<file path="src/srt_pkg.sv">
// Shared types and codes for the shortest route table core.
// No dependencies; used by every module of the block.
`default_nettype none

package srt_pkg;

   localparam int unsigned KEY_W  = 16;
   localparam int unsigned HOP_W  = 16;
   localparam int unsigned DIST_W = 32;

   localparam logic CMD_UPDATE = 1'b0;
   localparam logic CMD_LOOKUP = 1'b1;

   localparam logic [2:0] STAT_REPLACED = 3'd0;
   localparam logic [2:0] STAT_INSERTED = 3'd1;
   localparam logic [2:0] STAT_KEPT     = 3'd2;
   localparam logic [2:0] STAT_FULL     = 3'd3;
   localparam logic [2:0] STAT_MISS     = 3'd4;

   typedef struct packed {
      logic [DIST_W-1:0] metric;
      logic [HOP_W-1:0]  hop;
   } route_type;

endpackage

`default_nettype wire

</file>
<file path="src/srt_key_scan.sv">
// Destination key memory with a registered read port and the key compare.
// Depends on srt_pkg.
`default_nettype none

module srt_key_scan #(
   parameter int unsigned ENTRIES = 64,
   parameter int unsigned IDX_W   = (ENTRIES > 1) ? $clog2(ENTRIES) : 1
) (
   input  wire logic                     clock,
   input  wire logic                     rd_en,
   input  wire logic [IDX_W-1:0]         rd_addr,
   input  wire logic                     wr_en,
   input  wire logic [IDX_W-1:0]         wr_addr,
   input  wire logic [srt_pkg::KEY_W-1:0] wr_key,
   input  wire logic [srt_pkg::KEY_W-1:0] dest,
   output logic                          match
);

   logic [srt_pkg::KEY_W-1:0] key_mem [ENTRIES];
   logic [srt_pkg::KEY_W-1:0] key_rd_ff;

   always_ff @(posedge clock) begin
      if (wr_en) begin
         key_mem[wr_addr] <= wr_key;
      end
      if (rd_en) begin
         key_rd_ff <= key_mem[rd_addr];
      end
   end

   assign match = (key_rd_ff == dest);

endmodule

`default_nettype wire

</file>
<file path="src/srt_route_store.sv">
// Next hop and distance memory, one write and one registered read per cycle.
// Depends on srt_pkg for the route record.
`default_nettype none

module srt_route_store #(
   parameter int unsigned ENTRIES = 64,
   parameter int unsigned IDX_W   = (ENTRIES > 1) ? $clog2(ENTRIES) : 1
) (
   input  wire logic               clock,
   input  wire logic               rd_en,
   input  wire logic [IDX_W-1:0]   rd_addr,
   output srt_pkg::route_type      rd_data,
   input  wire logic               wr_en,
   input  wire logic [IDX_W-1:0]   wr_addr,
   input  wire srt_pkg::route_type wr_data
);

   srt_pkg::route_type route_mem [ENTRIES];
   srt_pkg::route_type route_rd_ff;

   always_ff @(posedge clock) begin
      if (wr_en) begin
         route_mem[wr_addr] <= wr_data;
      end
      if (rd_en) begin
         route_rd_ff <= route_mem[rd_addr];
      end
   end

   assign rd_data = route_rd_ff;

endmodule

`default_nettype wire

</file>
<file path="src/shortest_route_table_core.sv">
// Top level of the shortest route table: sequencer, request and response registers.
// Depends on srt_pkg, srt_key_scan and srt_route_store.
//
//   channel   direction  tdata                                  tuser
//   req       in         dest_id[15:0] next_hop[31:16]          cmd[0]
//                        distance[63:32]
//   rsp       out        hop_out[15:0] dist_out[47:16]          status[2:0] found[3]
//
// A request passes through the scan, decide and response states after acceptance;
// the linear key search, one key memory read per cycle, runs from index 0 until
// the matching key is found or the stored entry count is reached (no key read
// for an empty table).
// Reset empties the table at once; memory contents need no clearing.
// One request is in work at a time; a new request is taken while a response waits.
// A stalled response holds the sequencer in its last state until the slot frees.
`default_nettype none

module shortest_route_table_core #(
   parameter int unsigned ENTRIES = 64
) (
   input  wire logic        clock,
   input  wire logic        reset,
   input  wire logic        req_tvalid,
   output logic             req_tready,
   input  wire logic [63:0] req_tdata,   // dest_id, next_hop, distance
   input  wire logic        req_tuser,   // cmd
   output logic             rsp_tvalid,
   input  wire logic        rsp_tready,
   output logic [47:0]      rsp_tdata,   // hop_out, dist_out
   output logic [3:0]       rsp_tuser    // status, found
);

   localparam int unsigned IDX_W = (ENTRIES > 1) ? $clog2(ENTRIES) : 1;
   localparam int unsigned CNT_W = $clog2(ENTRIES + 1);

   typedef enum logic [3:0] {
      S_IDLE   = 4'b0001,
      S_SCAN   = 4'b0010,
      S_DECIDE = 4'b0100,
      S_RESP   = 4'b1000
   } state_type;

   state_type state_ff, state_in;
   logic [CNT_W-1:0] count_ff, count_in;
   logic [CNT_W-1:0] scan_ff, scan_in;
   logic             pend_ff, pend_in;
   logic [IDX_W-1:0] pidx_ff, pidx_in;
   logic             hit_ff, hit_in;
   logic [IDX_W-1:0] hidx_ff, hidx_in;
   logic             rsp_tvalid_ff, rsp_tvalid_in;

   logic                          cmd_ff;
   logic [srt_pkg::KEY_W-1:0]     dest_ff;
   srt_pkg::route_type            req_route_ff;
   logic [2:0]                    res_status_ff, res_status_in;
   logic                          res_found_ff, res_found_in;
   srt_pkg::route_type            res_route_ff, res_route_in;
   logic [47:0]                   rsp_tdata_ff;
   logic [3:0]                    rsp_tuser_ff;

   logic               accept;
   logic               match;
   logic               hit_now;
   logic               issue;
   logic               out_free;
   logic               load_rsp;
   logic               key_wr_en;
   logic               route_rd_en;
   logic               route_wr_en;
   logic [IDX_W-1:0]   route_wr_addr;
   srt_pkg::route_type route_rd;

   assign req_tready = (state_ff == S_IDLE);
   assign accept     = req_tvalid && req_tready;
   assign hit_now    = pend_ff && match;
   assign issue      = (state_ff == S_SCAN) && (scan_ff < count_ff) && !hit_now;
   assign out_free   = !rsp_tvalid_ff || rsp_tready;

   srt_key_scan #(
      .ENTRIES (ENTRIES),
      .IDX_W   (IDX_W)
   ) u_key_scan (
      .clock   (clock),
      .rd_en   (issue),
      .rd_addr (scan_ff[IDX_W-1:0]),
      .wr_en   (key_wr_en),
      .wr_addr (count_ff[IDX_W-1:0]),
      .wr_key  (dest_ff),
      .dest    (dest_ff),
      .match   (match)
   );

   srt_route_store #(
      .ENTRIES (ENTRIES),
      .IDX_W   (IDX_W)
   ) u_route_store (
      .clock   (clock),
      .rd_en   (route_rd_en),
      .rd_addr (pidx_ff),
      .rd_data (route_rd),
      .wr_en   (route_wr_en),
      .wr_addr (route_wr_addr),
      .wr_data (req_route_ff)
   );

   always_comb begin
      state_in      = state_ff;
      count_in      = count_ff;
      scan_in       = scan_ff;
      pend_in       = 1'b0;
      pidx_in       = pidx_ff;
      hit_in        = hit_ff;
      hidx_in       = hidx_ff;
      res_status_in = res_status_ff;
      res_found_in  = res_found_ff;
      res_route_in  = res_route_ff;
      key_wr_en     = 1'b0;
      route_rd_en   = 1'b0;
      route_wr_en   = 1'b0;
      route_wr_addr = hidx_ff;
      load_rsp      = 1'b0;

      unique case (state_ff)
         S_IDLE: begin
            if (accept) begin
               scan_in  = '0;
               state_in = S_SCAN;
            end
         end
         S_SCAN: begin
            pend_in = issue;
            pidx_in = scan_ff[IDX_W-1:0];
            if (issue) begin
               scan_in = scan_ff + CNT_W'(1);
            end
            if (hit_now) begin
               hit_in      = 1'b1;
               hidx_in     = pidx_ff;
               route_rd_en = 1'b1;
               state_in    = S_DECIDE;
            end else if (!issue && !pend_ff) begin
               hit_in   = 1'b0;
               state_in = S_DECIDE;
            end
         end
         S_DECIDE: begin
            state_in = S_RESP;
            priority if (cmd_ff == srt_pkg::CMD_LOOKUP) begin
               res_status_in = hit_ff ? srt_pkg::STAT_KEPT : srt_pkg::STAT_MISS;
               res_found_in  = hit_ff;
               res_route_in  = hit_ff ? route_rd : '0;
            end else if (hit_ff) begin
               res_found_in = 1'b1;
               if (req_route_ff.metric <= route_rd.metric) begin
                  route_wr_en   = 1'b1;
                  res_status_in = srt_pkg::STAT_REPLACED;
                  res_route_in  = req_route_ff;
               end else begin
                  res_status_in = srt_pkg::STAT_KEPT;
                  res_route_in  = route_rd;
               end
            end else if (count_ff == CNT_W'(ENTRIES)) begin
               res_status_in = srt_pkg::STAT_FULL;
               res_found_in  = 1'b0;
               res_route_in  = '0;
            end else begin
               key_wr_en     = 1'b1;
               route_wr_en   = 1'b1;
               route_wr_addr = count_ff[IDX_W-1:0];
               count_in      = count_ff + CNT_W'(1);
               res_status_in = srt_pkg::STAT_INSERTED;
               res_found_in  = 1'b1;
               res_route_in  = req_route_ff;
            end
         end
         S_RESP: begin
            if (out_free) begin
               load_rsp = 1'b1;
               state_in = S_IDLE;
            end
         end
         default: begin
            state_in = S_IDLE;
         end
      endcase

      rsp_tvalid_in = rsp_tvalid_ff && !rsp_tready;
      if (load_rsp) begin
         rsp_tvalid_in = 1'b1;
      end
   end

   always_ff @(posedge clock) begin
      if (reset) begin
         state_ff      <= S_IDLE;
         count_ff      <= '0;
         scan_ff       <= '0;
         pend_ff       <= 1'b0;
         hit_ff        <= 1'b0;
         rsp_tvalid_ff <= 1'b0;
      end else begin
         state_ff      <= state_in;
         count_ff      <= count_in;
         scan_ff       <= scan_in;
         pend_ff       <= pend_in;
         hit_ff        <= hit_in;
         rsp_tvalid_ff <= rsp_tvalid_in;
      end
   end

   always_ff @(posedge clock) begin
      pidx_ff       <= pidx_in;
      hidx_ff       <= hidx_in;
      res_status_ff <= res_status_in;
      res_found_ff  <= res_found_in;
      res_route_ff  <= res_route_in;
      if (accept) begin
         cmd_ff              <= req_tuser;
         dest_ff             <= req_tdata[15:0];
         req_route_ff.hop    <= req_tdata[31:16];
         req_route_ff.metric <= req_tdata[63:32];
      end
      if (load_rsp) begin
         rsp_tdata_ff <= {res_route_ff.metric, res_route_ff.hop};
         rsp_tuser_ff <= {res_found_ff, res_status_ff};
      end
   end

   assign rsp_tvalid = rsp_tvalid_ff;
   assign rsp_tdata  = rsp_tdata_ff;
   assign rsp_tuser  = rsp_tuser_ff;

   a_count_bound: assert property (@(posedge clock) disable iff (reset)
      count_ff <= CNT_W'(ENTRIES))
      else $error("entry count beyond table depth");

   a_count_only_on_decide: assert property (@(posedge clock) disable iff (reset)
      state_ff != S_DECIDE |=> count_ff == $past(count_ff))
      else $error("entry count changed outside decide");

   a_scan_in_range: assert property (@(posedge clock) disable iff (reset)
      state_ff == S_SCAN |-> scan_ff <= count_ff)
      else $error("scan index passed entry count");

   a_rsp_from_resp: assert property (@(posedge clock) disable iff (reset)
      !rsp_tvalid_ff ##1 rsp_tvalid_ff |-> $past(state_ff == S_RESP))
      else $error("response raised outside response state");

   a_no_write_while_scan: assert property (@(posedge clock) disable iff (reset)
      (key_wr_en || route_wr_en) |-> state_ff == S_DECIDE)
      else $error("memory write outside decide");

endmodule

`default_nettype wire

</file>
<file path="config.mk">
export PLATFORM = sky130hd
export DESIGN_NAME = shortest_route_table_core
export DESIGN_NICKNAME = d
export VERILOG_FILES = /design/src/srt_pkg.sv /design/src/srt_key_scan.sv /design/src/srt_route_store.sv /design/src/shortest_route_table_core.sv
export SDC_FILE = /design/constraint.sdc
export NUM_CORES = 2
export LEC_CHECK = 0
export ABC_CLOCK_PERIOD_IN_PS = 8600
export BUFFER_PORTS_ARGS = -buffer_cell sky130_fd_sc_hd__clkbuf_2
export CORE_UTILIZATION = 45
export CTS_CLUSTER_SIZE = 20
export DETAILED_ROUTE_END_ITERATION = 10
export PLACE_DENSITY = 0.61
export SYNTH_ARGS = -nofsm -noshare
export SYNTH_HDL_FRONTEND = slang
export SYNTH_SLANG_ARGS = --single-unit
</file>
<file path="constraint.sdc">
create_clock -name clock -period 8.6 [get_ports clock]
set_input_delay 1.29 -clock clock [delete_from_list [all_inputs] [get_ports clock]]
set_output_delay 1.29 -clock clock [all_outputs]
set_load 0.05 [all_outputs]
</file>
# Yosys cells after proc, flatten, opt, wreduce, memory -nomap -nowiden
# Memories as Yosys holds them, arrays and structs flattened. A register that Yosys moved wholly into a read port is not among the register bits.
# Index checks and enable logic that the tools add are counted.
# op_classes
order_cmp,2
n_reduce_logical,20
n_addsub,2
mux,43
bitwise,4
n_eq_ne,10
# ops
cell,n
$mux W48,5
$le A32 B32 Y1,1
$mux W6,4
$mux W1,21
$eq A16 B16 Y1,1
$mux W4,4
$pmux W4 S4,1
$add A7 B1 Y7 const B,2
$mux W7,2
$pmux W7 S2,1
$mux W3,3
$eq A7 B7 Y1 const B,1
$lt A7 B7 Y1,1
$logic_and A1 B1 Y1,6
$reduce_and A3 Y1,2
$logic_not A1 Y1,5
$eq A4 B1 Y1 const B,1
$eq A4 B2 Y1 const B,1
$eq A4 B3 Y1 const B,1
$eq A4 B4 Y1 const B,1
$mux W2,2
$ne A2 B2 Y1 const B,2
$not A1 Y1,4
$reduce_and A2 Y1,2
6 further kinds,7
# word_totals
in_bits,69
n_memories,2
word_cells,101
out_inout_bits,54
reg_bits,202
mem_bits_rw,4096
# memory_table
memory,words,word_bits,rd,rd_clocked_by_memory_dff,write_ports,line_no,source
u_route_store.route_mem,64,48,1,1,1,srt_route_store.sv:18,srt_pkg::route_type route_mem [ENTRIES];
u_key_scan.key_mem,64,16,1,1,1,srt_key_scan.sv:19,logic [srt_pkg::KEY_W-1:0] key_mem [ENTRIES];

# Logic depth before layout (Yosys ltp)
# logic_depth
ltp_word,9
mapped_depth,10
ltp_nobuf,8

# Hierarchy
# A second synthesis with hierarchy kept.
# unflattened
hier_cells,7328
hier_area_um2,165941.7
# modules_own_cells
module,cells_per_inst,area_per_inst_um2,n_inst
srt_route_store,4970,117597.8,1
srt_key_scan,1850,40352.5,1
shortest_route_table_core,508,7991.4,1

# Worst setup path before layout
# OpenSTA, ideal clock, no wires.
# synth_path
kind,register to register
from,reg state_ff[3]
to,"mem u_route_store.route_mem[37][0] (netlist bit), enable pin"
required_ns,8.087
stages_incl_launch_ff,8
setup_ns,0.513
arrival_ns,8.177
path_slack_ns,-0.089
synth_period_minus_slack_ns,8.689
path_cell_list,dfxtp_1 > nor4b_2 > o211ai_4 > mux2i_1 > or3_1 > clkbuf_1 > nand3b_1 > nor3_1
# synth_via
elab_chain_len,4
elab_cells_between_ends,5
classes_between,eq/ne (1); mux (4)
# synth_lines
element,line_no,source
from (decl),shortest_route_table_core.sv:43,"state_type state_ff, state_in;"
from (signal assigned),shortest_route_table_core.sv:202,state_ff <= state_in;
$eq A4 B3 Y1 *,shortest_route_table_core.sv:123,unique case (state_ff)
$mux W1,shortest_route_table_core.sv:123,
$mux W1,srt_route_store.sv:22,if (wr_en) begin
$mux W1 (not written as such),srt_route_store.sv:23,route_mem[wr_addr] <= wr_data;
to (decl),srt_route_store.sv:18,
# Mark *: on every way between the ends. The rest lies on a longest branch, timed or not.

# Worst setup path in the final report
# layout_path
from,reg req_route_ff[45] (netlist bit)
to,"mem u_route_store.route_mem[6][45] (netlist bit), enable pin"
# layout_via
elab_chain_len,7
# layout_lines
element,line_no,source
from (decl),shortest_route_table_core.sv:54,srt_pkg::route_type req_route_ff;
$le A32 B32 Y1,shortest_route_table_core.sv:154,if (req_route_ff.metric <= route_rd.metric) begin
$mux W1,shortest_route_table_core.sv:154,
$mux W1,shortest_route_table_core.sv:152,end else if (hit_ff) begin
$mux W1,shortest_route_table_core.sv:148,priority if (cmd_ff == srt_pkg::CMD_LOOKUP) begin
$mux W1,shortest_route_table_core.sv:123,
$mux W1,srt_route_store.sv:22,
$mux W1 (not written as such),srt_route_store.sv:23,
# Every way passes these cells.

==> impl_metrics.json <==
{
  "final_cells": 12400,
  "final_period_minus_worst_setup_slack_ps": 6150,
  "first_iter_violations": 9946,
  "synth_area_leaders": "sky130_fd_sc_hd__edfxtp_1 79%, sky130_fd_sc_hd__mux4_2 18%, sky130_fd_sc_hd__clkbuf_1 0.46%",
  "globalRoute.totalOverflow": 0,
  "cts_tree": "built",
  "drt-pass1-iter-count": 5,
  "synthMostInstantiatedCell": "sky130_fd_sc_hd__edfxtp_1",
  "worst_slew_margin_rel_pct": 9.67,
  "cp.arrival_ps": 6740,
  "power.leakage_uw": 0.0576,
  "tritoncts.num_buffers": 434,
  "grt_antenna_before_repair": 37,
  "core_box_area_um2": 366000,
  "totalNegativeSetupSlack_ps": 0,
  "final_critical_path_setup_slack_ps": 2450,
  "remaining_drc_errors": 0,
  "post_synth_instance_area_um2": 166000,
  "critical_path_depth": 9,
  "crit_path_end_kind": "flip-flop",
  "detail_route.wl_per_cell_um": 35.6,
  "crit_path_max_incr_delay_ps": 1330,
  "synth_top_cells_by_count": "4,341 x sky130_fd_sc_hd__edfxtp_1, 1,328 x sky130_fd_sc_hd__mux4_2, 203 x sky130_fd_sc_hd__clkbuf_1",
  "rsz0062_at_grt": "no",
  "die_height_um": 609,
  "synth-simple-area-share_pct": 1.01,
  "clock_skew_ps": 70.6,
  "worst_setup_path_startpoint": "req_route_ff[45]$_DFFE_PP_",
  "crit_end": "u_route_store.route_mem[6][45]$_DFFE_PP_",
  "first_global_vias": 76600,
  "total_number_of_vias": 76400,
  "start_util_pct": 45.3,
  "synth-warning-count": 0,
  "grt_max_degree": 140,
  "synth_top_area_share_pct": 78.5,
  "place.gp.congestion": 0.862,
  "synth-compound-area-share_pct": 0.451,
  "viasPerCell": 6.17,
  "final_max_slew_viol_count": 0,
  "cts_resized": 0,
  "reg2reg_depth": 9,
  "path_delay_family": "simple AND/OR/NAND/NOR gates",
  "clkLatencyLatePin_ps": 970,
  "synth_xor_xnor_area_share_pct": 0.111,
  "worst-slew-pin-transition_ps": 1360,
  "num_ports": 123,
  "rows": 222,
  "worstPathRequired_ps": 9180,
  "max_clock_freq_mhz": 163,
  "area_delta_synth_final_pct": 13.2,
  "synth_top_family_by_area": "multiplexers",
  "antenna_violating_nets_post_route": 0,
  "synth_largest_area_cell": "sky130_fd_sc_hd__edfxtp_1",
  "postSynthCellCount": 6688,
  "clk_pin_slew_ps": 60,
  "fp.dieW_um": 609,
  "register_area_share_after_synthesis_pct": 78.8,
  "async_flop_share_pct": 0,
  "count_of_flip_flops_with_a_built_in_enable_after_synthesis": 4341,
  "first_pass_grt_wire_length_um": 613000,
  "reg2reg_from": "req_route_ff[45]$_DFFE_PP_",
  "cts_htree_levels": 5,
  "mean_syn_cell_area_um2": 24.8,
  "cp-start-kind": "flip-flop",
  "irDropWorstVdd_v": 0.000189,
  "power.density_cell_area_nw_per_um2": 232,
  "post_cts_hold_buffer_count": 0,
  "synth_flop_cell": "sky130_fd_sc_hd__edfxtp_1",
  "grtUsageTotal_pct": 23.6,
  "regToRegSetupSlack_ps": 2450,
  "cts.path.max_buffers": 4,
  "hold_class": "flip-flop to flip-flop",
  "drt_wl_total_um": 441000,
  "capturing_point_of_the_worst_reg2reg_path": "u_route_store.route_mem[6][45]$_DFFE_PP_",
  "post_synth_fa_ha_maj_area_fraction_pct": 0.309,
  "clkSinkCount": 4362,
  "preCtsSetupSlack_ps": 2470,
  "critical_path.slowest_cell": "sky130_fd_sc_hd__nor2_4",
  "critical_path_peak_fanout": 66,
  "synth_net_count": 6798,
  "cts_root_buf": "sky130_fd_sc_hd__clkbuf_16",
  "path_class": "flip-flop to flip-flop",
  "dp.final_hpwl_um": 256000,
  "final_nets": 7303,
  "post-cts-setup-buffers": 0,
  "io_buffers": 122,
  "critical_path.cell_chain": "buf_4, ha_1, nand4_1, or4_1, o31a_1, o21ai_1, nand4_1, nor2_4, buf_4",
  "placed_cells_incl_taps": 11600,
  "setup_violations": 0,
  "post_synth_num_cell_types": 54,
  "status": "complete, no violations",
  "layout_cells_sized_above_1_pct": 31.8,
  "synthMuxAreaShare_pct": 18.4,
  "dieArea_um2": 371000,
  "cp_bufs_invs": 2,
  "cap_viol_max_count": 0,
  "ys_seq_elements": 4362,
  "finalHoldViolCount": 0,
  "finalCritPeriodShare_pct": 71.6
}
## final cells by class
| type | instances | area (um2) |
|---|---|---|
| Antenna cell | 19 | 47.5 |
| Sequential cell | 4362 | 131000 |
| Timing Repair Buffer | 407 | 3090 |
| Clock inverter | 239 | 2120 |
| Multi-Input combinational cell | 1941 | 34200 |
| Inverter | 47 | 179 |
| Fill cell | 27900 | 178000 |
| Tap cell | 4816 | 6030 |
| Clock buffer | 556 | 11500 |
## cells in the final DEF, fill, tap and decap left out, types with 12 or more instances in the layout
cell type                    netlist  routed
sky130_fd_sc_hd__diode_2           0      19
sky130_fd_sc_hd__clkbuf_2          0     122
sky130_fd_sc_hd__nor2_1          135      81
sky130_fd_sc_hd__clkinvlp_4        0      12
sky130_fd_sc_hd__nor2_4            0      54
sky130_fd_sc_hd__ha_1             41      41
sky130_fd_sc_hd__xor2_1           15      15
sky130_fd_sc_hd__nand2_1         121     121
sky130_fd_sc_hd__mux2i_1          65      65
sky130_fd_sc_hd__o21ai_0          12      12
sky130_fd_sc_hd__clkinv_2          0      73
sky130_fd_sc_hd__a21oi_1          46      46
sky130_fd_sc_hd__nand3_1          19      19
sky130_fd_sc_hd__clkinv_1          0      94
sky130_fd_sc_hd__inv_6             0      14
sky130_fd_sc_hd__mux4_2         1328    1328
sky130_fd_sc_hd__inv_1            47      46
sky130_fd_sc_hd__nor2b_1          25      21
sky130_fd_sc_hd__buf_12            0      27
sky130_fd_sc_hd__a211oi_1         17      17
sky130_fd_sc_hd__buf_4             7     258
sky130_fd_sc_hd__edfxtp_1       4341    4341
sky130_fd_sc_hd__clkbuf_16         0     444
sky130_fd_sc_hd__bufinv_16         0      34
sky130_fd_sc_hd__dfxtp_1          21      17
sky130_fd_sc_hd__nand4_1          19      19
sky130_fd_sc_hd__clkbuf_1        203     112
## worst reg2reg max path, cell delays in order, from the launching register on
cell and delay, ps:
sky130_fd_sc_hd__edfxtp_1 320, sky130_fd_sc_hd__buf_4 580, sky130_fd_sc_hd__ha_1 340, sky130_fd_sc_hd__nand4_1 300, sky130_fd_sc_hd__or4_1 700, sky130_fd_sc_hd__o31a_1 350, sky130_fd_sc_hd__o21ai_1 400, sky130_fd_sc_hd__nand4_1 950
sky130_fd_sc_hd__nor2_4 1330, sky130_fd_sc_hd__buf_4 520
## flip-flops by register name, summed over array words and instances, names as in the netlist
| signal | flops |
|---|---|
| rsp_tuser | 4 |
| u_route_store.rd_data | 48 |
| rsp_tdata | 48 |
| pend_ff | 1 |
| rsp_tvalid | 1 |
| scan_ff | 7 |
| res_route_ff | 48 |
| u_key_scan.key_mem | 1024 |
| u_key_scan.key_rd_ff | 16 |
| count_ff | 7 |
| res_found_ff | 1 |
| pidx_ff | 6 |
| u_route_store.route_mem | 3072 |
| state_ff | 4 |
| hidx_ff | 6 |
| cmd_ff | 1 |
| res_status_ff | 3 |
| req_route_ff | 48 |
| hit_ff | 1 |
| dest_ff | 16 |
## per-layer routing
layer  global-route usage (%)  vias to the layer above  share of wire [%]
li1                         -                    30100                  -
met1                     33.1                    42200                 39
met2                     38.5                     3611                 49
met3                     4.66                      571                8.7
met4                     5.88                        6                2.7
met5                        0                        -             0.0054
## per-stage QoR
step                      hold WS [ps]  util, %  power [uW]  cell area [um2]
final                              421     51.3       43700           188000
after global routing               424     51.3       44800           188000
after CTS                          419     51.3       44000           188000
after detailed placement           411     47.6       25800           174000
after global placement             407     47.6       25700           174000
after floorplan                    400        -       25000           166000
## power breakdown
part / internal [uW] / switching (uW) / leakage [uW]
combinational: 358 / 1160 / 0.0118
sequential: 23700 / 34.4 / 0.0392
clock: 10500 / 7920 / 0.00666
## logic make-up (layout without fill, tap and decap cells)
group / after synthesis / count (layout)
buffers and inverters: 385 / 1249
adder cells (fa/ha/maj): 41 / 41
XOR/XNOR: 21 / 21
other: 0 / 19
AO/OA/AOI/OAI: 114 / 114
flip-flops: 4362 / 4362
multiplexers: 1393 / 1393
AND/OR/NAND/NOR: 372 / 372
## worst min path at each step
stage                                from                       to  slack (ps)  depth (start not counted)
2_1_floorplan   res_route_ff[0]$_DFFE_PN_   rsp_tdata[0]$_DFFE_PP_         400                          0
3_3_place_gp   res_route_ff[31]$_DFFE_PN_  rsp_tdata[31]$_DFFE_PP_         410                          0
3_5_place_dp   res_route_ff[21]$_DFFE_PN_  rsp_tdata[21]$_DFFE_PP_         410                          0
4_1_cts        res_route_ff[15]$_DFFE_PN_  rsp_tdata[15]$_DFFE_PP_         420                          0
5_1_grt        res_route_ff[13]$_DFFE_PN_  rsp_tdata[13]$_DFFE_PP_         420                          0
6_report       res_route_ff[46]$_DFFE_PN_  rsp_tdata[46]$_DFFE_PP_         420                          0
No activity file was read; power rests on OpenSTA's default activity.
